File: src/hw/rtl/compressor_cycle_regulator_assert.svh
// Assertion macros for the compressor cycle regulator.
`ifndef COMPRESSOR_CYCLE_REGULATOR_ASSERT_SVH
`define COMPRESSOR_CYCLE_REGULATOR_ASSERT_SVH

// Check a property at every clock edge outside reset.
`define CCR_ASSERT(name, prop) \
  name: assert property (@(posedge clk_i) disable iff (!rst_ni) (prop)) \
    else $error("compressor_cycle_regulator assertion failed");

// Check that a condition implies a consequence in the next cycle.
`define CCR_ASSERT_NEXT(name, ante, cons) \
  name: assert property (@(posedge clk_i) disable iff (!rst_ni) (ante) |=> (cons)) \
    else $error("compressor_cycle_regulator assertion failed");

`endif

File: src/hw/rtl/ccr_pkg.sv
// Types and constants for the compressor cycle regulator.
package ccr_pkg;

  localparam int unsigned LevelW = 8;
  localparam int unsigned TicksW = 32;
  localparam int unsigned CfgIdxW = 3;
  localparam int unsigned CfgDataW = 32;

  typedef enum logic [1:0] {
    MODE_STARTING = 2'd0,
    MODE_WORKING  = 2'd1,
    MODE_RESTING  = 2'd2
  } mode_e;

  typedef enum logic [CfgIdxW-1:0] {
    CFG_TARGET_LEVEL = 3'd0,
    CFG_COUNT_LIMIT  = 3'd1,
    CFG_START_TICKS  = 3'd2,
    CFG_WORK_TICKS   = 3'd3,
    CFG_REST_TICKS   = 3'd4
  } cfg_idx_e;

  localparam logic [LevelW-1:0] TargetLevelRst = 8'd128;
  localparam logic [LevelW-1:0] CountLimitRst  = 8'd10;
  localparam logic [TicksW-1:0] StartTicksRst  = 32'd60;
  localparam logic [TicksW-1:0] WorkTicksRst   = 32'd600;
  localparam logic [TicksW-1:0] RestTicksRst   = 32'd600;

endpackage

File: src/hw/rtl/compressor_cycle_regulator.sv
// Compressor cycle regulator: thermostat with a fixed on time and a minimum off time.
//
// Usage:
//   Each request on the input channel (in_valid_i / in_stall_o / sample_i) is
//   one timer tick carrying an 8-bit temperature sample. Every tick yields
//   exactly one result request on the output channel (out_valid_o /
//   out_stall_i) with the echoed sample, the qualifier count, the mode and the
//   compressor drive after that tick.
//   Path: an accepted tick sits in the input register, is evaluated by one
//   pass of compare/increment/state logic and lands in the result register
//   once that register is free or draining; the result is presented from then on.
//   Throughput: one tick per cycle while out_stall_i stays low; the state
//   update loop (elapsed counter, qualifier and mode registers) sets that figure.
//   Stall: while the result waits under out_stall_i, one more tick is still
//   taken into the input register; only then does in_stall_o rise.
//   Reset: clears both stages, loads the register defaults (target 128,
//   limit 10, start 60, work 600, rest 600) and puts the machine in STARTING
//   with the compressor off, elapsed time and qualifier at zero.
//   Configuration: write cfg_data_i to register cfg_idx_i while cfg_we_i is
//   high, only while the block is idle. Unknown indexes are ignored.
`include "compressor_cycle_regulator_assert.svh"

module compressor_cycle_regulator import ccr_pkg::*; (
  input  logic                clk_i,
  input  logic                rst_ni,
  // configuration write port
  input  logic                cfg_we_i,
  input  logic [CfgIdxW-1:0]  cfg_idx_i,
  input  logic [CfgDataW-1:0] cfg_data_i,
  // tick input channel
  input  logic                in_valid_i,
  output logic                in_stall_o,
  input  logic [LevelW-1:0]   sample_i,
  // result channel
  output logic                out_valid_o,
  input  logic                out_stall_i,
  output logic [LevelW-1:0]   sample_echo_o,
  output logic [LevelW-1:0]   qualifier_count_o,
  output logic [1:0]          mode_o,
  output logic                compressor_on_o
);

  // Configuration registers
  logic [LevelW-1:0] target_q;
  logic [LevelW-1:0] limit_q;
  logic [TicksW-1:0] start_ticks_q;
  logic [TicksW-1:0] work_ticks_q;
  logic [TicksW-1:0] rest_ticks_q;

  // Input stage
  logic              in_valid_q, in_valid_d;
  logic [LevelW-1:0] sample_q;
  logic              in_accept;

  // Regulator state
  mode_e             mode_q, mode_d;
  logic [TicksW-1:0] elapsed_q, elapsed_d;
  logic [LevelW-1:0] qual_q, qual_d;
  logic              drive_q, drive_d;

  // Result stage
  logic              out_valid_q, out_valid_d;
  logic [LevelW-1:0] out_sample_q;
  logic [LevelW-1:0] out_qual_q;
  mode_e             out_mode_q;
  logic              out_drive_q;

  logic              step;
  logic [TicksW-1:0] elapsed_inc;

  // Evaluate the held tick whenever the result register is free or draining.
  assign step       = in_valid_q && (!out_valid_q || !out_stall_i);
  // Stall the input only when a tick is held and cannot move on.
  assign in_stall_o = in_valid_q && out_valid_q && out_stall_i;
  assign in_accept  = in_valid_i && !in_stall_o;

  always_ff @(posedge clk_i or negedge rst_ni) begin
    if (!rst_ni) begin
      target_q      <= TargetLevelRst;
      limit_q       <= CountLimitRst;
      start_ticks_q <= StartTicksRst;
      work_ticks_q  <= WorkTicksRst;
      rest_ticks_q  <= RestTicksRst;
    end else if (cfg_we_i) begin
      unique case (cfg_idx_i)
        CFG_TARGET_LEVEL: target_q      <= cfg_data_i[LevelW-1:0];
        CFG_COUNT_LIMIT:  limit_q       <= cfg_data_i[LevelW-1:0];
        CFG_START_TICKS:  start_ticks_q <= cfg_data_i[TicksW-1:0];
        CFG_WORK_TICKS:   work_ticks_q  <= cfg_data_i[TicksW-1:0];
        CFG_REST_TICKS:   rest_ticks_q  <= cfg_data_i[TicksW-1:0];
        default: ;
      endcase
    end
  end

  // Input register
  always_comb begin
    priority if (in_accept) begin
      in_valid_d = 1'b1;
    end else if (step) begin
      in_valid_d = 1'b0;
    end else begin
      in_valid_d = in_valid_q;
    end
  end

  always_ff @(posedge clk_i or negedge rst_ni) begin
    if (!rst_ni) begin
      in_valid_q <= 1'b0;
    end else begin
      in_valid_q <= in_valid_d;
    end
  end

  always_ff @(posedge clk_i) begin
    if (in_accept) begin
      sample_q <= sample_i;
    end
  end

  // Tick evaluation: saturating elapsed count, qualifier, then mode decision.
  assign elapsed_inc = (elapsed_q == '1) ? elapsed_q : elapsed_q + TicksW'(1);

  always_comb begin
    // qualifier: rise toward the limit on warm samples, fall toward zero else
    qual_d = qual_q;
    if (sample_q >= target_q) begin
      if (qual_q < limit_q) begin
        qual_d = qual_q + LevelW'(1);
      end
    end else if (qual_q != '0) begin
      qual_d = qual_q - LevelW'(1);
    end

    mode_d    = mode_q;
    drive_d   = drive_q;
    elapsed_d = elapsed_inc;
    unique case (mode_q)
      MODE_STARTING: begin
        if (elapsed_inc >= start_ticks_q) begin
          elapsed_d = '0;
          if (qual_d == limit_q) begin
            mode_d  = MODE_RESTING;
            drive_d = 1'b0;
          end else begin
            mode_d  = MODE_WORKING;
            drive_d = 1'b1;
          end
        end
      end
      MODE_WORKING: begin
        if (elapsed_inc >= work_ticks_q) begin
          elapsed_d = '0;
          mode_d    = MODE_RESTING;
          drive_d   = 1'b0;
        end
      end
      MODE_RESTING: begin
        if (elapsed_inc >= rest_ticks_q && qual_d == '0) begin
          elapsed_d = '0;
          mode_d    = MODE_WORKING;
          drive_d   = 1'b1;
        end
      end
      default: ;
    endcase
  end

  // Advance state only when a tick is evaluated.
  always_ff @(posedge clk_i or negedge rst_ni) begin
    if (!rst_ni) begin
      mode_q    <= MODE_STARTING;
      elapsed_q <= '0;
      qual_q    <= '0;
      drive_q   <= 1'b0;
    end else if (step) begin
      mode_q    <= mode_d;
      elapsed_q <= elapsed_d;
      qual_q    <= qual_d;
      drive_q   <= drive_d;
    end
  end

  // Result register: load on each step, drop once taken.
  always_comb begin
    priority if (step) begin
      out_valid_d = 1'b1;
    end else if (!out_stall_i) begin
      out_valid_d = 1'b0;
    end else begin
      out_valid_d = out_valid_q;
    end
  end

  always_ff @(posedge clk_i or negedge rst_ni) begin
    if (!rst_ni) begin
      out_valid_q <= 1'b0;
    end else begin
      out_valid_q <= out_valid_d;
    end
  end

  always_ff @(posedge clk_i) begin
    if (step) begin
      out_sample_q <= sample_q;
      out_qual_q   <= qual_d;
      out_mode_q   <= mode_d;
      out_drive_q  <= drive_d;
    end
  end

  assign out_valid_o       = out_valid_q;
  assign sample_echo_o     = out_sample_q;
  assign qualifier_count_o = out_qual_q;
  assign mode_o            = out_mode_q;
  assign compressor_on_o   = out_drive_q;

  // The compressor runs exactly while the machine is in WORKING.
  `CCR_ASSERT(a_drive_matches_mode, (mode_q == MODE_WORKING) == drive_q)
  // A mode change restarts the elapsed time.
  `CCR_ASSERT_NEXT(a_mode_change_clears, step && (mode_d != mode_q), elapsed_q == '0)
  // Every evaluated tick leaves a result pending.
  `CCR_ASSERT_NEXT(a_step_gives_result, step, out_valid_q)
  // Counters move only when a tick is evaluated.
  `CCR_ASSERT_NEXT(a_state_holds_idle, !step, $stable(elapsed_q) && $stable(qual_q))

endmodule

File: config.mk
export PLATFORM = sky130hd
export DESIGN_NAME = compressor_cycle_regulator
export DESIGN_NICKNAME = d
export VERILOG_FILES = /design/src/hw/rtl/ccr_pkg.sv /design/src/hw/rtl/compressor_cycle_regulator.sv
export VERILOG_INCLUDE_DIRS = /design/src /design/src/hw/rtl
export SDC_FILE = /design/constraint.sdc
export NUM_CORES = 1
export LEC_CHECK = 0
export ABC_AREA = 1
export BUFFER_PORTS_ARGS = -buffer_cell sky130_fd_sc_hd__buf_2
export CAP_MARGIN = 20
export CORE_ASPECT_RATIO = 1.75
export CORE_UTILIZATION = 35
export CTS_CLUSTER_DIAMETER = 50
export DETAILED_ROUTE_END_ITERATION = 8
export PLACE_DENSITY = 0.47
export SLEW_MARGIN = 40
export SYNTH_ARGS = -nofsm -noshare
export SYNTH_HDL_FRONTEND = slang
export SYNTH_SLANG_ARGS = --single-unit
File: constraint.sdc
create_clock -name clk_i -period 4.2 [get_ports clk_i]
set_input_delay 0.42 -clock clk_i [delete_from_list [all_inputs] [get_ports clk_i]]
set_output_delay 0.42 -clock clk_i [all_outputs]
set_load 0.05 [all_outputs]
==> metrics.md, run 1 <==
| Metric | Value |
|---|---|
| Post-layout net count | `1719` |
| Number of violations of the max-capacitance limit | `0` |
| Flops & latches, synth | `184` |
| Number of buffer cells added on primary ports | `68` |
| Post-synthesis average cell area | `7.70 um2` |
| Area overhead of the layout relative to synthesis | `14.6%` |
| Gate count of the mapped netlist | `1481` |
| Violation count after the first detailed-route iteration | `362` |
| Fraction of final layout cells sized beyond drive strength 1 | `11.7%` |
| List of most frequent post-synthesis cells | `409 x nand2_1, 242 x inv_1, 144 x o21ai_0` |
| Die X-Extent | `138 um` |
| Buffer and inverter count on the worst path | `3` |
| Worst slack, placed | `-0.0910 ns` |
| Crit path time final | `3.87 ns` |
| Number of library cell types mapped by synthesis | `35` |
| Netlist Area Pre-Place | `0.0114 mm2` |
| TritonCTS clock tree | `yes` |
| Fin crit share | `92.0%` |
| Area of placed instances | `0.0123 mm2` |
| Required time reported for the critical path endpoint | `4.51 ns` |
| Final count of pins violating max slew | `0` |
| Yosys Warn Count | `0` |
| Sinks on the clock net | `184` |
| GR Util met2 | `41.0%` |
| Cell accounting for the most synthesized area | `dfrtp_1` |
| Rows | `87` |
| Worst-skew pair later-pin latency | `0.45 ns` |
| Critical Path Max Stage Delay | `0.46 ns` |
| Post-placement cell count | `1933` |
| Net Count, Synth | `1644` |
| Number of flops mapped to enable cells by yosys | `27` |
| Routed vias | `9493` |
| Largest delay contributor family on the critical path | `simple AND/OR/NAND/NOR gates` |
| Worst slew pin tran | `0.703 ns` |
| CTS H-tree depth | `4` |
| Global placer's final weighted congestion | `0.906` |
| Most frequent cell after synthesis | `nand2_1` |
| First-pass GRT wire length | `51900 um` |
| Maximum number of pins on one net before global-route repair | `115` |
| Total negative slack | `0 ns` |
| Failing checks | `design-rule violations` |
| Achievable frequency | `0.259 GHz` |
| Finished layout cell area | `0.0131 mm2` |
| Vias in the first global route | `9878` |
| Number of hold violations in the final report | `0` |
| Diodes inserted | `0` |
| Worst Hold Margin | `0.140 ns` |
| Startpoint of the worst register-to-register path | `elapsed_q[24]` |
| Core area | `0.0321 mm2` |
| Type of the worst setup path | `reg -> reg` |
| Remaining number of nets flagged by the antenna check after routing | `0` |
| Via count normalized by instance count | `4.82` |
| Routed Wire Length | `31800 um` |
| Wire per inst | `16.1 um` |
| Worst-path clk slew | `0.08 ns` |
| Worst Slack Setup Final | `0.334 ns` |
| Sequential cell area fraction in the yosys report | `41.7%` |
| Sort of element at the end of the critical path | `flop` |
| Worst-path maximum fanout | `32` |
| Drt first pass iters | `8` |
| Longest Clk Path Bufs | `2` |
| Worst supply voltage drop on vdd | `0.300 mV` |
| Synth async-reset ratio | `85.3%` |
| Io pins | `69` |
| Met3 demand-to-capacity share in global routing | `3.31%` |
| M1 GR Usage | `19.6%` |
| Headroom to the max-slew limit | `53.2%` |
| Setup-violating endpoint count in the final report | `0` |
| Residual overflow from global routing | `0` |
| Hold Crit Start | `sample_i[2]` |
| Crit path max-delay cell type | `dfrtp_1` |
| Areal power density over the cells | `481 mW/mm2` |
| RSZ-0062 raised after global routing | `false` |
| Proportion of netlist area held by the largest area contributor | `31.1%` |
| Effective utilization at floorplan | `35.5%` |
| Number of CTS-inserted buffers | `17` |
| Leading post-synthesis cells by cell area | `dfrtp_1 31%, nand2_1 13%, ha_1 13%` |
| Beginning of the critical path | `elapsed_q[24]` |
| Clock skew after layout | `0.0139 ns` |
| Static leakage power | `0.00667 uW` |
| Non-filler instance count after layout | `1969` |
| Busiest metal layer after global routing | `met2` |
| Nature of the critical path startpoint | `flop` |
| Ordered cell list for the critical path | `nand2_1, nor2_1, buf_4, nand4_1, nor4_2, xnor2_1, nand2_1, ha_1, nand4_1, nor3_4, and3_4, nand4_1, nand3_2, a21boi_0, inv_1, nand3_4, buf_12, nand2_1, o21ai_0` |
| Clock root buffer master | `clkbuf_16` |
| Data arrival time at the worst-slack endpoint | `4.17 ns` |
| Leading register cell type out of synthesis | `dfrtp_1` |
| Hold crit path type | `in -> reg` |
| Die area | `0.0333 mm2` |
| Detailed Place HPWL | `24100 um` |
| Residual DRC count | `18` |
| Result of the run | `complete, but fails checks` |
| Initial antenna violation count | `0` |
| Chip height | `241 um` |
| GRT Overall Usage | `20.5%` |
## through the flow
step                utilization (%)  power [uW]
floorplan                         -        4010
global placement               38.4        4610
detailed placement             38.4        4630
CTS                            40.3        6350
global route                   40.7        6810
finish                         40.7        6280
## worst paths after layout
| path | slack, ns | end | cells past startpoint |
|---|---|---|---|
| hold reg to reg | 0.46 | sample_echo_o[0] | 0 |
| hold / removal | 0.14 | sample_q[2] | 1 |
| setup reg to reg | 0.33 | elapsed_q[0] | 19 |
| max in group asynchronous | 2.70 | rest_ticks_q[17] | 3 |
| min in group asynchronous | 0.46 | target_q[0] | 2 |
| setup / recovery | 0.33 | elapsed_q[0] | 19 |
## cell usage in the layout, fill, tap and decap left out, types with 20 or more instances in the layout
cell	synthesis	routed
dfrtp_1	142	142
ha_1	115	114
o21ai_1	19	20
edfxtp_1	27	27
buf_2	2	67
o21ai_0	144	143
nand2_1	409	407
nand4_1	20	20
nand3_1	54	50
buf_4	0	22
inv_1	242	242
nor2_1	80	75
a21oi_1	77	73
nor3_1	26	22
## registers in the layout (all words and copies together) (netlist names)
register	cells
compressor_on_o	1
drive_q	1
elapsed_q	32
in_valid_q	1
limit_q	8
mode_o	2
mode_q	2
out_valid_o	1
qual_q	8
qualifier_count_o	8
rest_ticks_q	32
sample_echo_o	8
sample_q	8
start_ticks_q	32
target_q	8
work_ticks_q	32
## metal layers
metal,wire length (um),part of all wire [%]
met3,810,2.5
met2,17700,56
met4,1450,4.5
met1,11800,37
met5,0,0
## final cells by class
cell class	instances	area (um2)
fill	3364	19000
sequential	184	4760
timing repair buffer	95	602
clock buffer	19	433
tap	400	500
inverter	246	926
multi-input combinational	1012	5690
clock inverter	13	161
## report_power, final
| group | switching, uW | leakage [uW] | total, uW | internal, uW |
|---|---|---|---|---|
| clock network | 773 | 0.000285 | 1670 | 898 |
| logic | 1460 | 0.00414 | 2190 | 727 |
| registers | 248 | 0.00224 | 2420 | 2170 |
| total | 2480 | 0.00667 | 6280 | 3800 |
## logic make-up (layout without fill, tap and decap cells)
family	after synthesis	after routing	share of synthesized area (%)
and+or+nand+nor	616	616	22.5
buffers and inverters	285	373	9.67
AOI/OAI and AO/OA	254	254	11.4
DFF	184	184	41.7
adders and majority gates	115	115	12.6
xor gates and xnor gates	27	27	2.07
## timing repair
action,4_1_cts,5_1_grt
hold buffers,1,0
gates resized for setup,3,26
hold endpoints to repair,36,0
buffers inserted,0,3
endpoints found under the setup margin,32,38
pin swaps,0,4
Power figures use the tool's default switching activity.
==> inputs of run 2 (changes only) <==
--- a/config.mk
+++ b/config.mk
@@ -10,9 +10,11 @@
 export BUFFER_PORTS_ARGS = -buffer_cell sky130_fd_sc_hd__buf_2
 export CAP_MARGIN = 20
 export CORE_ASPECT_RATIO = 1.75
+export CORE_MARGIN = 4
 export CORE_UTILIZATION = 35
 export CTS_CLUSTER_DIAMETER = 50
 export DETAILED_ROUTE_END_ITERATION = 8
+export GPL_TIMING_DRIVEN = 0
 export PLACE_DENSITY = 0.47
 export SLEW_MARGIN = 40
 export SYNTH_ARGS = -nofsm -noshare
==> run 2 against run 1 <==
The flow now finishes without violations. Clock power shrank 4%. Clock-buffer cell count shrank 2. Register-to-register slack lost 0.05 ns. Sequential cell count is the same. Largest power group unchanged.
==> metrics.md, run 2 (same netlist as run 1, synthesis figures left out) <==
| Metric | Value |
|---|---|
| Worst supply voltage drop on vdd | `0.336 mV (+12%)` |
| Hold Path Depth | `1 (unchanged)` |
| Fraction of final layout cells sized beyond drive strength 1 | `12.2% (+0.45 points)` |
| Routed Wire Length | `35100 um (+10%)` |
| Longest Clk Path Bufs | `2 (unchanged)` |
| Sort of element at the end of the critical path | `flop` |
| Drt first pass iters | `5 (-3)` |
| CTS H-tree depth | `4 (unchanged)` |
| Headroom to the max-slew limit | `50.3% (-2.9 points)` |
| Initial antenna violation count | `0 (unchanged)` |
| Number of violations of the max-capacitance limit | `0 (unchanged)` |
| Chip height | `247 um (+2.5%)` |
| Post-placement cell count | `1952 (+0.98%)` |
| Portion of total power attributed to the clock network | `25.4% (-1.2 points)` |
| Areal power density over the cells | `477 mW/mm2 (-0.79%)` |
| Worst Hold Margin | `0.134 ns (-0.00644 ns)` |
| Crit path time final | `3.91 ns (+0.0477 ns)` |
| Length in cells of the worst reg-to-reg path | `25 (+6)` |
| Sw Ratio | `40.1% (+0.56 points)` |
| Endpoint of the worst-slack reg-to-reg timing path | `elapsed_q[22]` |
| Number of CTS-inserted buffers | `17 (unchanged)` |
| Worst slew pin tran | `0.746 ns (+0.0433 ns)` |
| Critical Path Max Stage Delay | `0.44 ns (-0.02 ns)` |
| Result of the run | `completed` |
| Effective utilization at floorplan | `35.4% (-0.12 points)` |
| Data arrival time at the worst-slack endpoint | `4.29 ns (+0.12 ns)` |
| Worst-path maximum fanout | `10 (-69%)` |
| Required time reported for the critical path endpoint | `4.57 ns (+0.06 ns)` |
| Residual overflow from global routing | `0 (unchanged)` |
| GRT Overall Usage | `20.4% (-0.11 points)` |
| Maximum number of pins on one net before global-route repair | `67 (-42%)` |
| Static leakage power | `0.00671 uW (+0.61%)` |
| Violation count after the first detailed-route iteration | `291 (-20%)` |
| Worst hold path endpoint | `sample_q[2]` |
| Non-filler instance count after layout | `1993 (+1.2%)` |
| Fillcell total | `3481 (+3.5%)` |
| TritonCTS clock tree | `yes` |
| Hold crit path type | `in -> reg` |
| Io pins | `69 (unchanged)` |
| Most frequent standard cell in the layout excluding fill and tap cells | `nand2_1` |
| Worst-skew pair later-pin latency | `0.46 ns (about the same)` |
| First-pass GRT wire length | `54700 um (+5.4%)` |
| Achievable frequency | `0.256 GHz (-1.2%)` |
| Clock root buffer master | `clkbuf_16` |
| Worst slack, placed | `-0.885 ns (-0.794 ns)` |
| Worst Slack Setup Final | `0.286 ns (-0.0477 ns)` |
| Vias in the first global route | `10141 (+2.7%)` |
| Switching power summed over all nets | `2530 uW (+1.8%)` |
| Final count of pins violating max slew | `0 (unchanged)` |
| Global placer's final weighted congestion | `0.880 (-2.8%)` |
| Clock skew after layout | `0.00861 ns (-0.00533 ns)` |
| Sequential share of power | `38.0% (-0.6 points)` |
| Sinks on the clock net | `184 (unchanged)` |
| Area overhead of the layout relative to synthesis | `16.0%` |
| Proportion of power drawn by combinational gates | `36.5% (+1.7 points)` |
| Nature of the critical path startpoint | `flop` |
| Core area | `0.0322 mm2 (+0.34%)` |
| Via count normalized by instance count | `4.95 (+2.6%)` |
| Type of the worst setup path | `reg -> reg` |
| Die X-Extent | `144 um (+4.3%)` |
| Post-layout net count | `1743 (+1.4%)` |
| Startpoint of the worst register-to-register path | `elapsed_q[0]` |
| Residual DRC count | `0 (-18)` |
| Number of buffer cells added on primary ports | `68 (unchanged)` |
| Detailed Place HPWL | `28100 um (+16%)` |
| Setup-violating endpoint count in the final report | `0 (unchanged)` |
| Commonest cells after routing, fill and taps aside | `401 x nand2_1, 240 x inv_1, 143 x o21ai_0, 142 x dfrtp_1, 114 x ha_1` |
| Hold Crit Start | `sample_i[2]` |
| Rows | `87 (unchanged)` |
| Routed vias | `9858 (+3.8%)` |
| Die area | `0.0357 mm2 (+6.9%)` |
| Remaining number of nets flagged by the antenna check after routing | `0 (unchanged)` |
| Crit path max-delay cell type | `dfrtp_1` |
| Wire per inst | `17.6 um (+8.9%)` |
| Cell seen most often among critical-path stages | `nand3_2` |
| Diodes inserted | `0 (unchanged)` |
| Internal cell power | `3780 uW (-0.49%)` |
| Flop-to-flop setup slack | `0.29 ns (-0.05 ns)` |
| Number of hold violations in the final report | `0 (unchanged)` |
| Fin crit share | `93.2% (+1.1 points)` |
| Worst-path clk slew | `0.07 ns (about the same)` |
run 2: power by group through the flow:
stage	Combinational [uW]	Sequential, uW	Clock [uW]
5_1_grt	2650	2440	1720
2_1_floorplan	1500	2510	0
3_5_place_dp	2260	2420	0
4_1_cts	2300	2390	1660
6_report	2300	2400	1610
3_3_place_gp	2230	2430	0
run 2: per-layer routing:
metal	track usage (%)	vias to the layer above	routed length [um]
li1	-	4977	-
met1	19.8	4645	12600
met2	40.9	173	20200
met3	2.36	63	790
met4	9.58	0	1490
met5	0	-	0
run 2: how the worst max path moves through the flow:
stage                        from            end  slack (ns)  cells past startpoint
finish               elapsed_q[0]  elapsed_q[22]        0.29                     25
global route        elapsed_q[24]  elapsed_q[15]      -0.002                     25
CTS                  elapsed_q[1]  elapsed_q[15]       0.008                     24
detailed placement   elapsed_q[0]  elapsed_q[15]       -0.88                     24
global placement     elapsed_q[0]  elapsed_q[21]       -0.91                     24
floorplan            elapsed_q[0]  elapsed_q[21]        0.65                     24
run 2: final cells by class:
type | count | area, um2 | share of cell area [%]
Clock buffer | 17 | 425 | 3.21
Timing Repair Buffer | 80 | 503 | 3.80
Inverter | 246 | 923 | 6.98
Sequential cell | 184 | 4760 | 36.0
Buffer | 39 | 196 | 1.48
Multi-Input combinational cell | 1012 | 5780 | 43.7
Clock inverter | 15 | 148 | 1.12
Tap cell | 400 | 500 | 3.78
run 2: timing repair:
action                                  in CTS  in global routing
hold endpoints to repair                    24                  0
hold buffers                                 1                  0
buffers inserted                             4                  4
pin swaps                                    3                 11
gates resized for setup                     22                 39
endpoints found under the setup margin      38                 38
run 2: critical path, delay by kind of cell (launching register included):
kind / cells / cell delay (ns)
xor+xnor: 1 / 0.13
fa+ha+maj: 2 / 0.38
flops: 1 / 0.44
compound gates: 6 / 0.88
simple gates: 12 / 1.50
buf+inv: 4 / 0.48
run 2: metrics by stage:
stage                     setup TNS (ns)  utilization (%)  cell area [um2]  total power, uW
final                                  0             41.1            13200             6310
after global routing            -0.00205             41.1            13200             6820
after CTS                              0             40.5            13000             6350
after detailed placement          -31.31             38.3            12300             4690
after global placement            -31.29             38.0            12200             4650
after floorplan                        0                -            11400             4010
==> inputs of run 3 (changes only) <==
--- a/config.mk
+++ b/config.mk
@@ -11,11 +11,11 @@
 export CAP_MARGIN = 20
 export CORE_ASPECT_RATIO = 1.75
 export CORE_MARGIN = 4
-export CORE_UTILIZATION = 35
+export CORE_UTILIZATION = 23
 export CTS_CLUSTER_DIAMETER = 50
 export DETAILED_ROUTE_END_ITERATION = 8
 export GPL_TIMING_DRIVEN = 0
-export PLACE_DENSITY = 0.47
+export PLACE_DENSITY = 0.33
 export SLEW_MARGIN = 40
 export SYNTH_ARGS = -nofsm -noshare
 export SYNTH_HDL_FRONTEND = slang
==> run 3 against run 2 <==
Global-route usage shrank 4.9 points. Wire length grew 15%. Critical path depth shrank 2. Combinational power grew 8%.
==> metrics.md, run 3 (same netlist as run 1, synthesis figures left out) <==
| Metric | Value |
|---|---|
| Endpoint of the worst-slack reg-to-reg timing path | `elapsed_q[21]` |
| Worst Slack Setup Final | `0.206 ns (-0.0803 ns)` |
| Chip height | `303 um (+23%)` |
| Worst slew pin tran | `0.691 ns (-0.0554 ns)` |
| Hold Path Depth | `1 (unchanged)` |
| Sinks on the clock net | `184 (unchanged)` |
| Total met3 wirelength after detailed routing | `810 um (+2.5%)` |
| Clock skew after layout | `0.0135 ns (+0.00490 ns)` |
| GRT Overall Usage | `15.5% (-4.9 points)` |
| Vias in the first global route | `10143 (+0.020%)` |
| Met1 wire length | `14900 um (+19%)` |
| Sort of element at the end of the critical path | `flop` |
| Sequential Area | `0.00476 mm2 (about the same)` |
| Utilization after layout | `28.3% (-13 points)` |
| Number of violations of the max-capacitance limit | `0 (unchanged)` |
| Total negative slack | `0 ns (unchanged)` |
| Clock root buffer master | `clkbuf_16` |
| Result of the run | `completed` |
| Post-layout net count | `1754 (+0.63%)` |
| TritonCTS clock tree | `yes` |
| Rows | `107 (+23%)` |
| Wire per inst | `17.9 um (+1.9%)` |
| Worst-skew pair later-pin latency | `0.46 ns (about the same)` |
| Type of the worst setup path | `reg -> reg` |
| Headroom to the max-slew limit | `54.0% (+3.7 points)` |
| Internal cell power | `3890 uW (+2.8%)` |
| Fillcell total | `5393 (+55%)` |
| Final count of pins violating max slew | `0 (unchanged)` |
| Worst-path clk slew | `0.08 ns (about the same)` |
| Effective utilization at floorplan | `23.3% (-12 points)` |
| Beginning of the critical path | `elapsed_q[1]` |
| Most frequent standard cell in the layout excluding fill and tap cells | `nand2_1` |
| Worst Hold Margin | `0.137 ns (+0.00305 ns)` |
| Worst-path maximum fanout | `7 (-3)` |
| Portion of total power attributed to the clock network | `25.6% (+0.2 points)` |
| Non-filler instance count after layout | `2258 (+13%)` |
| Termination of the worst setup path | `elapsed_q[21]` |
| Worst slack, placed | `-1.34 ns (-0.455 ns)` |
| Longest Clk Path Bufs | `2 (unchanged)` |
| Static leakage power | `0.00683 uW (+1.9%)` |
| Required time reported for the critical path endpoint | `4.52 ns (-0.05 ns)` |
| Detailed Place HPWL | `32300 um (+15%)` |
| Achievable frequency | `0.250 GHz (-2.0%)` |
| Drt first pass iters | `4 (-1)` |
| Switching power summed over all nets | `2670 uW (+5.7%)` |
| Sw Ratio | `40.8% (+0.69 points)` |
| Setup-violating endpoint count in the final report | `0 (unchanged)` |
| Global placer's final weighted congestion | `0.834 (-5.2%)` |
| Hold crit path type | `in -> reg` |
| Maximum number of pins on one net before global-route repair | `58 (-13%)` |
| Routed Wire Length | `40500 um (+15%)` |
| Sequential share of power | `36.6% (-1.4 points)` |
| Hold Crit Start | `sample_i[5]` |
| Io pins | `69 (unchanged)` |
| Violation count after the first detailed-route iteration | `481 (+65%)` |
| Fraction of final layout cells sized beyond drive strength 1 | `14.0% (+1.8 points)` |
| Crit path time final | `3.99 ns (+0.0803 ns)` |
| Die X-Extent | `176 um (+22%)` |
| Number of buffer cells added on primary ports | `68 (unchanged)` |
| CTS H-tree depth | `4 (unchanged)` |
| Worst supply voltage drop on vdd | `0.287 mV (-15%)` |
| Remaining number of nets flagged by the antenna check after routing | `0 (unchanged)` |
| Areal power density over the cells | `474 mW/mm2 (-0.51%)` |
| Data arrival time at the worst-slack endpoint | `4.32 ns (+0.03 ns)` |
| Initial antenna violation count | `0 (unchanged)` |
| Length in cells of the worst reg-to-reg path | `23 (-8.0%)` |
| First-pass GRT wire length | `61800 um (+13%)` |
| Proportion of power drawn by combinational gates | `37.8% (+1.3 points)` |
| Met2 Routed Length | `23400 um (+16%)` |
| Nature of the critical path startpoint | `flop` |
| Flop-to-flop setup slack | `0.21 ns (-0.08 ns)` |
| Area overhead of the layout relative to synthesis | `21.2%` |
| Area of the multi-input gates | `0.00593 mm2 (+2.6%)` |
| Via count normalized by instance count | `4.33 (-12%)` |
| Commonest cells after routing, fill and taps aside | `394 x nand2_1, 239 x inv_1, 140 x o21ai_0, 140 x dfrtp_1, 112 x ha_1` |
| Routed vias | `9775 (-0.84%)` |
| Residual overflow from global routing | `0 (unchanged)` |
| Number of hold violations in the final report | `0 (unchanged)` |
| Startpoint of the worst register-to-register path | `elapsed_q[1]` |
| Number of CTS-inserted buffers | `17 (unchanged)` |
| Die area | `0.0534 mm2 (+50%)` |
| Post-placement cell count | `2206 (+13%)` |
| DR top layer | `met4` |
| Fin crit share | `95.1% (+1.9 points)` |
| Diodes inserted | `0 (unchanged)` |
| Residual DRC count | `0 (unchanged)` |
| Core area | `0.0489 mm2 (+52%)` |
[run 3: repair_timing]
action / 4_1_cts / 5_1_grt
gates cloned: 0 / 2
hold endpoints to repair: 56 / 0
pin swaps: 8 / 21
setup buffers: 10 / 7
setup endpoints to repair: 38 / 38
hold buffers: 1 / 0
resized for setup: 44 / 51
[run 3: worst max-delay path, cell delays in order, from the launching register on]
cell,delay [ns]
dfrtp_1,0.40
ha_4,0.19
nand2_4,0.08
nor2_4,0.15
nand2_4,0.08
nor3_4,0.25
nand3_2,0.15
nor2_4,0.20
nand2_4,0.10
nor2_4,0.11
xor2_2,0.07
buf_4,0.17
ha_1,0.27
nand2_1,0.06
nor2_2,0.15
nand2_2,0.16
nor4_4,0.25
nand4_1,0.13
buf_4,0.17
nand4_1,0.15
nand3_4,0.19
clkbuf_16,0.22
nand2_1,0.06
o21ai_1,0.07
[run 3: power by group through the flow]
stage	combinational, uW	clock, uW	sequential, uW
final	2480	1680	2400
after global routing	2830	1810	2440
after CTS	2420	1750	2400
after detailed placement	2360	0	2440
after global placement	2350	0	2440
after floorplan	1500	0	2510
[run 3: stage by stage]
step                      total power [uW]  area, um2
after floorplan                       4010      11400
after global placement                4790      12600
after detailed placement              4800      12600
after CTS                             6570      13500
after global routing                  7080      13800
final                                 6560      13800
[run 3: metal layers]
metal,vias up,global-route usage (%)
li1,4991,-
met2,117,31.7
met1,4615,15.9
met5,-,0
met3,52,1.77
met4,0,5.48
[run 3: area by class of cell]
class | instances | area share [%]
tap | 654 | 5.92
timing repair buffer | 91 | 4.37
inverter | 246 | 6.68
clock inverter | 10 | 0.814
buffer | 39 | 1.51
sequential | 184 | 34.4
clock buffer | 22 | 3.43
multi-input combinational | 1012 | 42.9
[run 3: worst min path at each step]
stage                             endpoint  slack, ns
after global placement    sample_echo_o[0]       0.45
after global routing           sample_q[0]       0.11
after detailed placement  work_ticks_q[18]       0.39
after CTS                      sample_q[6]       0.11
final                          sample_q[5]       0.14
after floorplan                    drive_q       0.12
